--- src/rtl/core/ftts_pkg.sv ---
// Shared types and constants of the frequency table target select block.
package ftts_pkg;

  localparam int TableDepth = 16;
  localparam int SlotW      = $clog2(TableDepth);
  localparam int FreqW      = 32;
  localparam int CountW     = 5;
  localparam int AddrW      = 4;
  localparam int DataW      = 32;

  localparam logic [FreqW-1:0] FreqAllOnes = '1;

  typedef enum logic [1:0] {
    MODE_WRITE  = 2'd0,
    MODE_QUERY  = 2'd1,
    MODE_BOUNDS = 2'd2,
    MODE_UNUSED = 2'd3
  } mode_e;

  typedef enum logic [1:0] {
    OP_WRITE  = 2'd0,
    OP_QUERY  = 2'd1,
    OP_BOUNDS = 2'd2,
    OP_FAIL   = 2'd3
  } op_e;

  typedef enum logic [1:0] {
    REG_FLOOR   = 2'd0,
    REG_CEILING = 2'd1,
    REG_COUNT   = 2'd2,
    REG_ONLINE  = 2'd3
  } reg_e;

  typedef enum logic [1:0] {
    ST_IDLE = 2'b01,
    ST_SCAN = 2'b10
  } state_e;

  typedef struct packed {
    op_e              op;
    logic [SlotW-1:0] slot;
    logic [FreqW-1:0] freq;
    logic             valid;
    logic [FreqW-1:0] target;
    logic             rel_h;
  } cmd_t;

  typedef struct packed {
    logic [FreqW-1:0]  floor_freq;
    logic [FreqW-1:0]  ceil_freq;
    logic [CountW-1:0] used;
  } scan_cfg_t;

endpackage

--- src/rtl/core/ftts_front.sv ---
// Front end: classifies an accepted word into a command for the back end.
module ftts_front (
  input  logic [1:0]                  mode_i,
  input  logic [ftts_pkg::SlotW-1:0]  entry_slot_i,
  input  logic [ftts_pkg::FreqW-1:0]  entry_frequency_i,
  input  logic                        entry_valid_i,
  input  logic [ftts_pkg::FreqW-1:0]  target_frequency_i,
  input  logic                        relation_i,
  input  logic                        online_i,
  output ftts_pkg::cmd_t              cmd_o
);

  ftts_pkg::op_e op;

  always_comb begin
    unique case (ftts_pkg::mode_e'(mode_i))
      ftts_pkg::MODE_WRITE:  op = ftts_pkg::OP_WRITE;
      ftts_pkg::MODE_QUERY:  op = online_i ? ftts_pkg::OP_QUERY : ftts_pkg::OP_FAIL;
      ftts_pkg::MODE_BOUNDS: op = ftts_pkg::OP_BOUNDS;
      default:               op = ftts_pkg::OP_FAIL;
    endcase
  end

  assign cmd_o.op     = op;
  assign cmd_o.slot   = entry_slot_i;
  assign cmd_o.freq   = entry_frequency_i;
  assign cmd_o.valid  = entry_valid_i;
  assign cmd_o.target = target_frequency_i;
  assign cmd_o.rel_h  = relation_i;

endmodule

--- src/rtl/core/ftts_queue.sv ---
// Two-entry command queue between the front end and the back end.
module ftts_queue (
  input  logic           clk_i,
  input  logic           rst_ni,
  input  logic           push_i,
  input  ftts_pkg::cmd_t push_cmd_i,
  input  logic           pop_i,
  output ftts_pkg::cmd_t pop_cmd_o,
  output logic           empty_o,
  output logic           full_o
);

  ftts_pkg::cmd_t mem_q [2];
  logic           wr_ptr_q, wr_ptr_d;
  logic           rd_ptr_q, rd_ptr_d;
  logic [1:0]     fill_q, fill_d;

  assign empty_o   = (fill_q == 2'd0);
  assign full_o    = (fill_q == 2'd2);
  assign pop_cmd_o = mem_q[rd_ptr_q];

  always_comb begin
    wr_ptr_d = push_i ? ~wr_ptr_q : wr_ptr_q;
    rd_ptr_d = pop_i ? ~rd_ptr_q : rd_ptr_q;
    fill_d   = fill_q + {1'b0, push_i} - {1'b0, pop_i};
  end

  always_ff @(posedge clk_i or negedge rst_ni) begin
    if (!rst_ni) begin
      wr_ptr_q <= 1'b0;
      rd_ptr_q <= 1'b0;
      fill_q   <= 2'd0;
    end else begin
      wr_ptr_q <= wr_ptr_d;
      rd_ptr_q <= rd_ptr_d;
      fill_q   <= fill_d;
    end
  end

  always_ff @(posedge clk_i) begin
    if (push_i) begin
      mem_q[wr_ptr_q] <= push_cmd_i;
    end
  end

endmodule

--- src/rtl/core/ftts_back.sv ---
// Back end: holds the frequency table and scans it one entry per cycle.
module ftts_back (
  input  logic                        clk_i,
  input  logic                        rst_ni,
  input  logic                        avail_i,
  input  ftts_pkg::cmd_t              cmd_i,
  input  ftts_pkg::scan_cfg_t         cfg_i,
  output logic                        pop_o,
  output logic                        done_o,
  output logic                        status_o,
  output logic [ftts_pkg::SlotW-1:0]  chosen_slot_o,
  output logic [ftts_pkg::FreqW-1:0]  min_frequency_o,
  output logic [ftts_pkg::FreqW-1:0]  max_frequency_o
);

  logic [ftts_pkg::FreqW-1:0] table_q [ftts_pkg::TableDepth];
  logic                       valid_q [ftts_pkg::TableDepth];

  ftts_pkg::state_e           state_q, state_d;
  ftts_pkg::cmd_t             cur_q, cur_d;
  logic [ftts_pkg::CountW-1:0] idx_q, idx_d;
  logic                       best_ok_q, best_ok_d, alt_ok_q, alt_ok_d;
  logic [ftts_pkg::FreqW-1:0] best_f_q, best_f_d, alt_f_q, alt_f_d;
  logic [ftts_pkg::SlotW-1:0] best_i_q, best_i_d, alt_i_q, alt_i_d;

  logic                       done_q, done_d, status_q, status_d;
  logic [ftts_pkg::SlotW-1:0] slot_q, slot_d;
  logic [ftts_pkg::FreqW-1:0] min_q, min_d, max_q, max_d;

  logic [ftts_pkg::SlotW-1:0] rd_idx;
  logic [ftts_pkg::FreqW-1:0] f;
  logic                       v, in_range, is_query, cand, on_side;
  logic                       to_best, to_alt, best_take, alt_take, table_we;

  assign rd_idx   = idx_q[ftts_pkg::SlotW-1:0];
  assign f        = table_q[rd_idx];
  assign v        = valid_q[rd_idx];
  assign in_range = (f >= cfg_i.floor_freq) && (f <= cfg_i.ceil_freq);
  assign is_query = (cur_q.op == ftts_pkg::OP_QUERY);
  assign cand     = v && (in_range || !is_query);
  assign on_side  = cur_q.rel_h ? (f <= cur_q.target) : (f >= cur_q.target);
  assign to_best  = cand && (on_side || !is_query);
  assign to_alt   = cand && (!on_side || !is_query);

  // In a bounds scan the best slot tracks the minimum and the alternate the maximum.
  assign best_take = !best_ok_q ||
                     ((is_query && cur_q.rel_h) ? (f >= best_f_q) : (f <= best_f_q));
  assign alt_take  = !alt_ok_q ||
                     ((is_query && cur_q.rel_h) ? (f <= alt_f_q) : (f >= alt_f_q));

  always_comb begin
    state_d   = state_q;
    cur_d     = cur_q;
    idx_d     = idx_q;
    best_ok_d = best_ok_q;
    best_f_d  = best_f_q;
    best_i_d  = best_i_q;
    alt_ok_d  = alt_ok_q;
    alt_f_d   = alt_f_q;
    alt_i_d   = alt_i_q;
    done_d    = 1'b0;
    status_d  = status_q;
    slot_d    = slot_q;
    min_d     = min_q;
    max_d     = max_q;
    pop_o     = 1'b0;
    table_we  = 1'b0;

    unique case (state_q)
      ftts_pkg::ST_IDLE: begin
        if (avail_i) begin
          pop_o     = 1'b1;
          cur_d     = cmd_i;
          idx_d     = '0;
          best_ok_d = 1'b0;
          alt_ok_d  = 1'b0;
          unique case (cmd_i.op)
            ftts_pkg::OP_WRITE: begin
              table_we = 1'b1;
              done_d   = 1'b1;
              status_d = 1'b0;
              slot_d   = '0;
              min_d    = '0;
              max_d    = '0;
            end
            ftts_pkg::OP_FAIL: begin
              done_d   = 1'b1;
              status_d = 1'b1;
              slot_d   = '0;
              min_d    = '0;
              max_d    = '0;
            end
            default: begin
              state_d = ftts_pkg::ST_SCAN;
            end
          endcase
        end
      end
      ftts_pkg::ST_SCAN: begin
        if (idx_q == cfg_i.used) begin
          state_d  = ftts_pkg::ST_IDLE;
          done_d   = 1'b1;
          slot_d   = '0;
          min_d    = '0;
          max_d    = '0;
          status_d = !(best_ok_q || alt_ok_q);
          if (is_query) begin
            if (best_ok_q) begin
              slot_d = best_i_q;
            end else if (alt_ok_q) begin
              slot_d = alt_i_q;
            end
          end else if (best_ok_q) begin
            min_d = best_f_q;
            max_d = alt_f_q;
          end
        end else begin
          idx_d = idx_q + ftts_pkg::CountW'(1);
          if (to_best && best_take) begin
            best_ok_d = 1'b1;
            best_f_d  = f;
            best_i_d  = rd_idx;
          end
          if (to_alt && alt_take) begin
            alt_ok_d = 1'b1;
            alt_f_d  = f;
            alt_i_d  = rd_idx;
          end
        end
      end
      default: begin
        state_d = ftts_pkg::ST_IDLE;
      end
    endcase
  end

  always_ff @(posedge clk_i or negedge rst_ni) begin
    if (!rst_ni) begin
      state_q <= ftts_pkg::ST_IDLE;
      done_q  <= 1'b0;
    end else begin
      state_q <= state_d;
      done_q  <= done_d;
    end
  end

  always_ff @(posedge clk_i) begin
    cur_q     <= cur_d;
    idx_q     <= idx_d;
    best_ok_q <= best_ok_d;
    best_f_q  <= best_f_d;
    best_i_q  <= best_i_d;
    alt_ok_q  <= alt_ok_d;
    alt_f_q   <= alt_f_d;
    alt_i_q   <= alt_i_d;
    status_q  <= status_d;
    slot_q    <= slot_d;
    min_q     <= min_d;
    max_q     <= max_d;
  end

  always_ff @(posedge clk_i) begin
    if (table_we) begin
      table_q[cmd_i.slot] <= cmd_i.freq;
      valid_q[cmd_i.slot] <= cmd_i.valid;
    end
  end

  assign done_o          = done_q;
  assign status_o        = status_q;
  assign chosen_slot_o   = slot_q;
  assign min_frequency_o = min_q;
  assign max_frequency_o = max_q;

endmodule

--- src/rtl/core/frequency_table_target_select_top.sv ---
// Top level of the frequency table target select block with its register port.
//
// A word is taken when start is high and busy is low; busy rises only when the
// two-entry command queue is full. Every word gives exactly one result word,
// shown for one cycle with done_o high; the receiver cannot stall it. A table
// write or a failing word is answered from the idle state; a target query or a
// bounds word scans the first entry_count table entries (at most 16), as the
// back end reads one table entry per cycle. Words are carried out in order of
// arrival.
module frequency_table_target_select_top (
  input  logic                        clk_i,
  input  logic                        rst_ni,
  input  logic                        psel,
  input  logic                        penable,
  input  logic                        pwrite,
  input  logic [ftts_pkg::AddrW-1:0]  paddr,
  input  logic [ftts_pkg::DataW-1:0]  pwdata,
  output logic [ftts_pkg::DataW-1:0]  prdata,
  output logic                        pready,
  input  logic                        start,
  output logic                        busy,
  input  logic [1:0]                  mode_i,
  input  logic [ftts_pkg::SlotW-1:0]  entry_slot_i,
  input  logic [ftts_pkg::FreqW-1:0]  entry_frequency_i,
  input  logic                        entry_valid_i,
  input  logic [ftts_pkg::FreqW-1:0]  target_frequency_i,
  input  logic                        relation_i,
  output logic                        done_o,
  output logic                        status_o,
  output logic [ftts_pkg::SlotW-1:0]  chosen_slot_o,
  output logic [ftts_pkg::FreqW-1:0]  min_frequency_o,
  output logic [ftts_pkg::FreqW-1:0]  max_frequency_o
);

  logic [ftts_pkg::FreqW-1:0]  floor_q, ceil_q;
  logic [ftts_pkg::CountW-1:0] count_q;
  logic                        online_q;
  logic                        cfg_we;
  ftts_pkg::reg_e              reg_sel;

  ftts_pkg::cmd_t              front_cmd, back_cmd;
  ftts_pkg::scan_cfg_t         scan_cfg;
  logic                        push, pop, q_empty, q_full;

  assign pready  = 1'b1;
  assign cfg_we  = psel && penable && pwrite;
  assign reg_sel = ftts_pkg::reg_e'(paddr[3:2]);

  always_ff @(posedge clk_i or negedge rst_ni) begin
    if (!rst_ni) begin
      floor_q  <= '0;
      ceil_q   <= ftts_pkg::FreqAllOnes;
      count_q  <= '0;
      online_q <= 1'b1;
    end else if (cfg_we) begin
      unique case (reg_sel)
        ftts_pkg::REG_FLOOR:   floor_q  <= pwdata;
        ftts_pkg::REG_CEILING: ceil_q   <= pwdata;
        ftts_pkg::REG_COUNT:   count_q  <= pwdata[ftts_pkg::CountW-1:0];
        ftts_pkg::REG_ONLINE:  online_q <= pwdata[0];
        default:               online_q <= online_q;
      endcase
    end
  end

  always_comb begin
    unique case (reg_sel)
      ftts_pkg::REG_FLOOR:   prdata = floor_q;
      ftts_pkg::REG_CEILING: prdata = ceil_q;
      ftts_pkg::REG_COUNT:   prdata = {{(ftts_pkg::DataW-ftts_pkg::CountW){1'b0}}, count_q};
      ftts_pkg::REG_ONLINE:  prdata = {{(ftts_pkg::DataW-1){1'b0}}, online_q};
      default:               prdata = '0;
    endcase
  end

  assign scan_cfg.floor_freq = floor_q;
  assign scan_cfg.ceil_freq  = ceil_q;
  assign scan_cfg.used       = (count_q > ftts_pkg::CountW'(ftts_pkg::TableDepth))
                             ? ftts_pkg::CountW'(ftts_pkg::TableDepth) : count_q;

  assign busy = q_full;
  assign push = start && !q_full;

  ftts_front u_front (
    .mode_i             (mode_i),
    .entry_slot_i       (entry_slot_i),
    .entry_frequency_i  (entry_frequency_i),
    .entry_valid_i      (entry_valid_i),
    .target_frequency_i (target_frequency_i),
    .relation_i         (relation_i),
    .online_i           (online_q),
    .cmd_o              (front_cmd)
  );

  ftts_queue u_queue (
    .clk_i      (clk_i),
    .rst_ni     (rst_ni),
    .push_i     (push),
    .push_cmd_i (front_cmd),
    .pop_i      (pop),
    .pop_cmd_o  (back_cmd),
    .empty_o    (q_empty),
    .full_o     (q_full)
  );

  ftts_back u_back (
    .clk_i           (clk_i),
    .rst_ni          (rst_ni),
    .avail_i         (!q_empty),
    .cmd_i           (back_cmd),
    .cfg_i           (scan_cfg),
    .pop_o           (pop),
    .done_o          (done_o),
    .status_o        (status_o),
    .chosen_slot_o   (chosen_slot_o),
    .min_frequency_o (min_frequency_o),
    .max_frequency_o (max_frequency_o)
  );

endmodule
--- config.mk ---
export PLATFORM = sky130hd
export DESIGN_NAME = frequency_table_target_select_top
export DESIGN_NICKNAME = d
export VERILOG_FILES = /design/src/rtl/core/ftts_pkg.sv /design/src/rtl/core/ftts_front.sv /design/src/rtl/core/ftts_queue.sv /design/src/rtl/core/ftts_back.sv /design/src/rtl/core/frequency_table_target_select_top.sv
export SDC_FILE = /design/constraint.sdc
export NUM_CORES = 1
export LEC_CHECK = 0
export ABC_CLOCK_PERIOD_IN_PS = 16400
export BUFFER_PORTS_ARGS = -buffer_cell sky130_fd_sc_hd__buf_2
export CELL_PAD_IN_SITES_DETAIL_PLACEMENT = 1
export CELL_PAD_IN_SITES_GLOBAL_PLACEMENT = 2
export CORE_MARGIN = 10
export CORE_UTILIZATION = 50
export DETAILED_ROUTE_END_ITERATION = 8
export PLACE_DENSITY_LB_ADDON = 0.1
export SLEW_MARGIN = 20
export SYNTH_ARGS = -nofsm -noshare
export SYNTH_HDL_FRONTEND = slang
export SYNTH_SLANG_ARGS = --single-unit
--- constraint.sdc ---
create_clock -name clk_i -period 16.4 [get_ports clk_i]
set_input_delay 0 -clock clk_i [delete_from_list [all_inputs] [get_ports clk_i]]
set_output_delay 0 -clock clk_i [all_outputs]
set_load 0.01 [all_outputs]
; Word-level counts from Yosys, hierarchy flattened
; Memory sizes are Yosys's and may differ from the RTL's. A register that Yosys moved wholly into a read port is not among the register bits.
; Cells that the tools add are included.
[word_totals]
inputBits = 114
romBits = 0
regBits = 260
latch_bits = 0
mem_bits_rw = 672
wordCells = 159
mem_count = 3
out_inout_bits = 104
[memory_table]
columns = memory, depth, word_bits, rd, rd_clocked_by_memory_dff, write_ports, line
row1 = u_back.table_q, 16, 32, 1, 1, 1, ftts_back.sv:16  ; logic [ftts_pkg::FreqW-1:0] table_q [ftts_pkg::TableDepth];
row2 = u_queue.mem_q, 2, 72, 1, 0, 1, ftts_queue.sv:13  ; ftts_pkg::cmd_t mem_q [2];
row3 = u_back.valid_q, 16, 1, 1, 1, 1, ftts_back.sv:17  ; logic valid_q [ftts_pkg::TableDepth];
[op_classes]
n_shift = 0
mux = 57
bitwise_logic = 4
multipliers = 0
reduce_logical = 41
magnitude_cmp = 9
eq_ne = 19
add_sub_neg = 3
div = 0
[op_table]
columns = op, count
row1 = two-way mux 32 bit, 8
row2 = >= comparator 32 bit, 4
row3 = <= comparator 32 bit, 4
row4 = case mux 32 bit (2 select lines), 2
row5 = case mux 32 bit (4 select lines), 1
row6 = two-way mux 4 bit, 8
row7 = two-way mux 1 bit, 22
row8 = AND reduction 4 bit, 4
row9 = two-way mux 5 bit, 3
row10 = "== test 2 bit, second input constant", 6
row11 = AND reduction 3 bit, 4
row12 = logical AND 1 bit, 10
row13 = case mux 1 bit (2 select lines), 5
row14 = case mux 5 bit (2 select lines), 1
row15 = AND reduction 2 bit, 5
row16 = "== test 2 x 1 -> 1 bit, second input constant", 4
row17 = logical NOT 2 bit, 4
row18 = two-way mux 2 bit, 4
row19 = "inequality test 2 bit, second input constant", 4
row20 = case mux 4 bit (2 select lines), 1
row21 = logical NOT 1 bit, 6
row22 = logical OR 1 bit, 6
row23 = "inequality test 2 x 1 -> 1 bit, second input constant", 3
row24 = case mux 2 bit (3 select lines), 1
row25 = 10 further kinds, 13

; Depth between registers and ports, before layout
; Gate-level depths: netlist (run 1).
[depth]
depth_word = 9
ltp_mapped = 14

; By module
; Synthesis (run 1) repeated with hierarchy kept, for this count alone.
[unflattened]
cells_unflattened = 2207
area_unflattened_um2 = 40030.9
[modules_own_cells]
columns = mod, cells_per_inst, seq_area_each_um2, n_inst, area_per_inst_um2
row1 = ftts_back, 1657, 21506.9, 1, 30445.4
row2 = ftts_queue, 239, 4424.2, 1, 5741.8
row3 = frequency_table_target_select_top, 238, 1793.0, 1, 3303.2
row4 = ftts_front, 73, 0.0, 1, 540.5

; Worst setup path after synthesis (run 1)
; OpenSTA, ideal clock, no wires.
[synth_timing]
kind = reg-to-reg
start = register (tool-made name)
end = register u_back.best_f_q[0] in the netlist's numbering (enable)
path_buffers = 3
t_required_ns = 15.905
synth_period_minus_slack_ns = 7.299
setup_time_ns = 0.495
arrival_ns = 6.804
path_stages_with_launch = 15
slack_ns = 9.101
path_cell_list = dfxtp_1 clkbuf_1 clkbuf_1 buf_2 mux4_2 mux4_2 ha_1 a21oi_2 nand2_1 a221o_1 a211o_1 a2111oi_4 xnor2_1 o21ai_2 a311oi_1
[synth_lines]
columns = item, line
row1 = end signal: assignment, ftts_back.sv:151  ; best_f_q <= best_f_d;
row2 = end: declaration, ftts_back.sv:23  ; logic [ftts_pkg::FreqW-1:0] best_f_q, best_f_d, alt_f_q, alt_f_d;

==> results of run 1 <==
[sequential cells by signal (all words and copies together), names as in the netlist, 2 cells and up, named ones only]
register,cells
u_back.table_q,512
u_queue.mem_q,144
u_back.cur_q,35
ceil_q,32
floor_q,32
u_back.alt_f_q,32
u_back.best_f_q,32
u_back.max_frequency_o,32
u_back.min_frequency_o,32
u_back.valid_q,16
count_q,5
u_back.idx_q,5
u_back.alt_i_q,4
u_back.best_i_q,4
u_back.chosen_slot_o,4
u_back.state_q,2
u_queue.fill_q,2
[layer usage]
layer	global-route usage, %	vias to the layer above	wire (um)
met3	3.683	127	5206
met1	28.00	11010	40730
met5	0	-	0
met2	39.73	587	52180
met4	7.061	0	2611
li1	-	9288	-
[where the power goes]
| part | switching, mW | internal, mW |
|---|---|---|
| clock network | 0.922 | 1.19 |
| registers | 0.188 | 3.25 |
| logic | 1.52 | 0.886 |
| total | 2.63 | 5.32 |
[stage by stage]
step	instance area, um^2	utilization, %	setup slack (ns)	cells
2_1_floorplan	39000	-	9.101	2197
3_3_place_gp	41510	53.67	9.915	3408
3_5_place_dp	41510	53.67	9.835	3408
4_1_cts	45700	59.08	9.834	3701
5_1_grt	45720	59.12	9.512	3702
6_report	45730	59.13	10.10	3705
[logic make-up (layout without fill, tap and decap cells)]
kind of cell,count (synthesis),count (layout),share of synthesized area (%)
AND/OR/NAND/NOR,330,330,4.144
buffers and inverters,254,719,2.502
AO/OA/AOI/OAI,188,188,3.044
multiplexers,307,307,13.55
adder cells (fa/ha/maj),167,167,5.357
flip-flops,936,936,71.08
other,1,4,0.009614
XOR/XNOR,14,14,0.3144
[critical path: stages, from the launching register on]
cell	delay, ns
dfxtp_4	0.95
buf_4	0.77
mux4_2	0.63
mux4_2	0.71
ha_1	0.41
nand4_1	0.16
nor4_2	0.57
nand2_1	0.17
nor3_1	0.34
nor3_1	0.11
xor2_1	0.20
a311oi_4	0.30
buf_4	0.48
[worst paths after layout]
path,from,to,slack (ns),cells past startpoint
max in group asynchronous,rst_ni,u_queue.rd_ptr_q$_DFFE_PN0P_,15.69,3
min in group clk_i,entry_frequency_i[25],u_queue.mem_q[1][59]$_DFFE_PP_,0.07,2
max reg2reg,flop,u_back.best_f_q[16]$_DFFE_PP_,10.10,12
min reg2reg,u_queue.fill_q[1]$_DFF_PN0_,u_queue.fill_q[1]$_DFF_PN0_,0.52,1
min,rst_ni,ceil_q[14]$_DFFE_PN1P_,0.07,2
max,flop,u_back.best_f_q[16]$_DFFE_PP_,10.10,12
[cell usage in the layout, fill, tap and decap left out, types with 25 or more instances in the layout]
| cell | count |
|---|---|
| inv_1 | 176 |
| clkinv_1 | 25 |
| dlygate4sd3_1 | 113 |
| and2_1 | 66 |
| nor2_1 | 63 |
| ha_1 | 167 |
| nand4_1 | 29 |
| mux4_2 | 166 |
| o21ai_0 | 51 |
| buf_4 | 34 |
| clkbuf_16 | 97 |
| edfxtp_1 | 855 |
| a21oi_1 | 59 |
| dfstp_2 | 34 |
| buf_2 | 213 |
| nand2_1 | 91 |
| mux2_2 | 104 |
| dfrtp_1 | 42 |
| mux2i_1 | 33 |
[area by class of cell]
cell class / count / area, um^2
inverter: 178 / 668.1
timing repair buffer: 362 / 2500
tap: 1040 / 1301
fill: 6933 / 31610
multi-input combinational: 1007 / 10480
clock buffer: 119 / 2510
clock inverter: 60 / 526.8
antenna: 3 / 7.507
sequential: 936 / 27740
==> metrics, run 1 <==
max-cap violations=0; LEAKAGE=16.58 nW; Data required, critical path=16.68 ns; die area=roughly 90000 um^2; yosys warns=0; worst-margin pin slew=roughly 1.1 ns; fmax=approximately 160 MHz; vias in the first global route=around 23000; CP arrival=6.58 ns; skew final=between 0.02 and 0.03 ns; GP Congestion=approximately 0.76; maximum buffer depth of the clock tree=3; sequential fraction of the synthesis area=between 70% and 80%; Setup Buffers After CTS=0; H-tree levels=3; Starting Density=50.43%; hold crit path type=in2async; Post-DRT Antenna Nets=0; pwr/cell area=roughly 170 nW/um^2; via count=21010; drt first pass iters=5; Synth Flop Type=edfxtp_1; Synth top cells by count=edfxtp_1, inv_1, ha_1; top-count cell post-synth=edfxtp_1; minimum clock period=6.305 ns; DR vias/cell=roughly 5.7; worst hold margin=0.06556 ns; crit path kind=reg2reg; worst-skew pair later-pin latency=around 0.66 ns; Post-Syn Area per Cell=roughly 18 um^2; CTS tree=built; share of layout cells above drive strength 1=between 20 and 30%; initial DRC count=roughly 1600; Tcrit/Tclk final=approximately two fifths; RSZ-0062 raised after global routing=false; Tot GR Track Use=around 22%; crit-path max FO=47; largest net degree at the start of global routing=between 70 and 80; Die W=~300 um; setup violators final=0; Fin. Hold Viols=0; Synth area leaders=edfxtp_1, mux4_2, ha_1; Mapped Nets=around 2500; PortBufs=around 210; Die H=299.3 um; Max-slew headroom=26.97%; area delta synth->final=17.24%; Pins Over Slew Limit=0; Core ar.=77340 um^2; Pwr Total=between 7 and 8 mW; row count=102; element type at the critical path end=flop; TNS Setup=0 ns; initial antenna violation count=1; # resized after CTS=0; mapped cell area=~39000 um^2; grt total ovfl=0; EDFF count, synth=~860; clk root buf=clkbuf_16; Routed wire per std cell=between 20 and 30 um; Yosys top cell by area=edfxtp_1; Nets=about 2900; Hold-fix buffers, CTS=between 100 and 150; global-route wire length before repair=roughly 150000 um; Yosys cell types=65; cts bufs inserted=97; drt total wl=100700 um; outcome=complete, no violations; detailed placement HPWL=around 62000 um; Gate Count Post-Synth=roughly 2200; Clk pin slew, worst setup/hold paths=~0.060 ns; Async SR Flop Fraction=8.226%; drt drc=0; Yosys reg bits=936; # IOs=218; Yosys top cell area share=approximately 66%; Critical Path Start Type=flop; CTS sink count=936; Worst VDD drop=roughly 110 uV
Power figures use the tool's default switching activity.
==> run 2, diff against run 1 <==
Settings changed: ABC_CLOCK_PERIOD_IN_PS 16400 to 6050, CORE_UTILIZATION 50 to 46.
Clock period 16.4 ns to 6.05 ns, I/O delays scaled along.
==> metrics, run 2 (synthesis gave the netlist of run 1 again) <==
outcome=complete, no violations; worst-skew pair later-pin latency=roughly 0.66 ns; # resized after CTS=0; drt drc=0; Max-slew headroom=33.91%; initial antenna violation count=3; Tot GR Track Use=a little over a fifth; max FFs per register=between 500 and 600; Core Util, Final=55.18%; global-route wire length before repair=approximately 150000 um; placed cell count=3511; Clk pin slew, worst setup/hold paths=about 0.06 ns; Pins Over Slew Limit=0; GP Congestion=0.7695; setup violators final=0; die area=between 90000 and 100000 um^2; max-cap violations=0; # IOs=about 220; Die W=a little over 300 um; Fin. Hold Viols=0; via count=approximately 21000; worst-margin pin slew=just under 1 ns; cts bufs inserted=a little over 100; pwr/cell area=between 400 and 500 nW/um^2; # fillers=between 7000 and 8000; area delta synth->final=18.59%; CP arrival=5.67 ns; CTS tree=built; Die H=311.2 um; hold crit path type=in2reg; clk root buf=clkbuf_16; maximum buffer depth of the clock tree=3; drt total wl=a little over 100000 um; detailed placement HPWL=around 64000 um; largest registers=u_back.table_q: 512 flops, u_queue.mem_q: 144 flops, u_back.cur_q: 35 flops; Largest Register=u_back.table_q; Post-DRT Antenna Nets=0; crit-path max FO=27; most frequent cells in the layout=edfxtp_1, buf_2, inv_1; CTS sink count=936; non-filler cells, final=about 3800; share of layout cells above drive strength 1=a little over a quarter; H-tree levels=3; placed cell area=roughly 42000 um^2; Routed wire per std cell=between 20 and 30 um; minimum clock period=about 5.4 ns; Critical Path Start Type=flop; Nets=about 2900; Hold-fix buffers, CTS=110; row count=between 100 and 150; pre-CTS setup slack=~0.74 ns; vias in the first global route=around 23000; element type at the critical path end=flop; worst hold margin=about 0.044 ns; Setup Buffers After CTS=0; fin area=between 40000 and 50000 um^2; TNS Setup=0 ns; Starting Density=46.53%; drt first pass iters=5; largest net degree at the start of global routing=69; skew final=0.03870 ns; Core ar.=~84000 um^2; LEAKAGE=about 17 nW; Tcrit/Tclk final=about nine tenths; Worst VDD drop=251.3 uV; Pwr Total=22.19 mW; initial DRC count=1456; DR vias/cell=5.516; Data required, critical path=approximately 6.4 ns; grt total ovfl=0; PortBufs=~210; fmax=186.1 MHz; RSZ-0062 raised after global routing=false; most common cell after layout, fill and taps aside=edfxtp_1; PnR worst setup slack=0.6765 ns; crit path kind=reg2reg
[run 2: changes by cell type in the layout (fill, tap and decap cells not counted), sizes merged]
| cell | before | now |
|---|---|---|
| clkinvlp | 5 | 2 |
| buf | 249 | 256 |
| clkinv | 46 | 41 |
| clkbuf | 119 | 130 |
| inv | 181 | 182 |
| bufinv | 6 | 13 |
| dlygate4sd3 | 113 | 109 |
| diode | 3 | 1 |
[run 2: area by class of cell]
class | count | area (um^2) | area share, %
sequential | 936 | 27740 | 59.96
clock inverter | 60 | 661.9 | 1.431
antenna | 1 | 2.502 | 0.005410
inverter | 178 | 668.1 | 1.444
multi-input combinational | 1007 | 10480 | 22.66
timing repair buffer | 366 | 2560 | 5.534
tap | 1134 | 1419 | 3.067
clock buffer | 129 | 2728 | 5.897
[run 2: worst paths after layout]
| kind | start | to | slack (ns) | depth (start not counted) |
|---|---|---|---|---|
| worst max-delay path | flop | u_back.alt_f_q[3]$_DFFE_PP_ | 0.68 | 13 |
| min in group asynchronous | rst_ni | ceil_q[12]$_DFFE_PN1P_ | 0.05 | 2 |
| worst min register to register | u_back.state_q[0]$_DFFE_PN1P_ | u_back.state_q[0]$_DFFE_PN1P_ | 0.53 | 1 |
| max in group asynchronous | rst_ni | u_queue.rd_ptr_q$_DFFE_PN0P_ | 5.30 | 3 |
| worst min-delay path | penable | count_q[4]$_DFFE_PN0P_ | 0.04 | 4 |
| worst max register to register | flop | u_back.alt_f_q[3]$_DFFE_PP_ | 0.68 | 13 |
[run 2: report_power, final]
part           switching [mW]  internal [mW]
clock                    2.53           3.74
combinational            4.22           2.43
sequential              0.448           8.80
total                    7.21           15.0
[run 2: worst max-delay path, stage by stage (launching register included)]
cell and delay, ns:
dfxtp_4 0.67, buf_4 0.42, mux4_2 0.38, mux4_2 0.78, ha_1 0.32, a21oi_1 0.17
o21ai_0 0.14, a221oi_1 0.39, o211ai_1 0.33, or4_1 0.59, nand3_1 0.10, nand2_1 0.11
a211oi_4 0.26, buf_4 0.34
[run 2: metal layers]
| layer | track usage (%) | part of all wire [%] | wire, um | vias up |
|---|---|---|---|---|
| met4 | 6.959 | 2.9 | 2987 | 2 |
| met5 | 0 | 0.013 | 13 | - |
| met1 | 26.51 | 41 | 41990 | 11030 |
| li1 | - | - | - | 9325 |
| met3 | 3.801 | 5.3 | 5422 | 152 |
| met2 | 36.20 | 51 | 51940 | 512 |
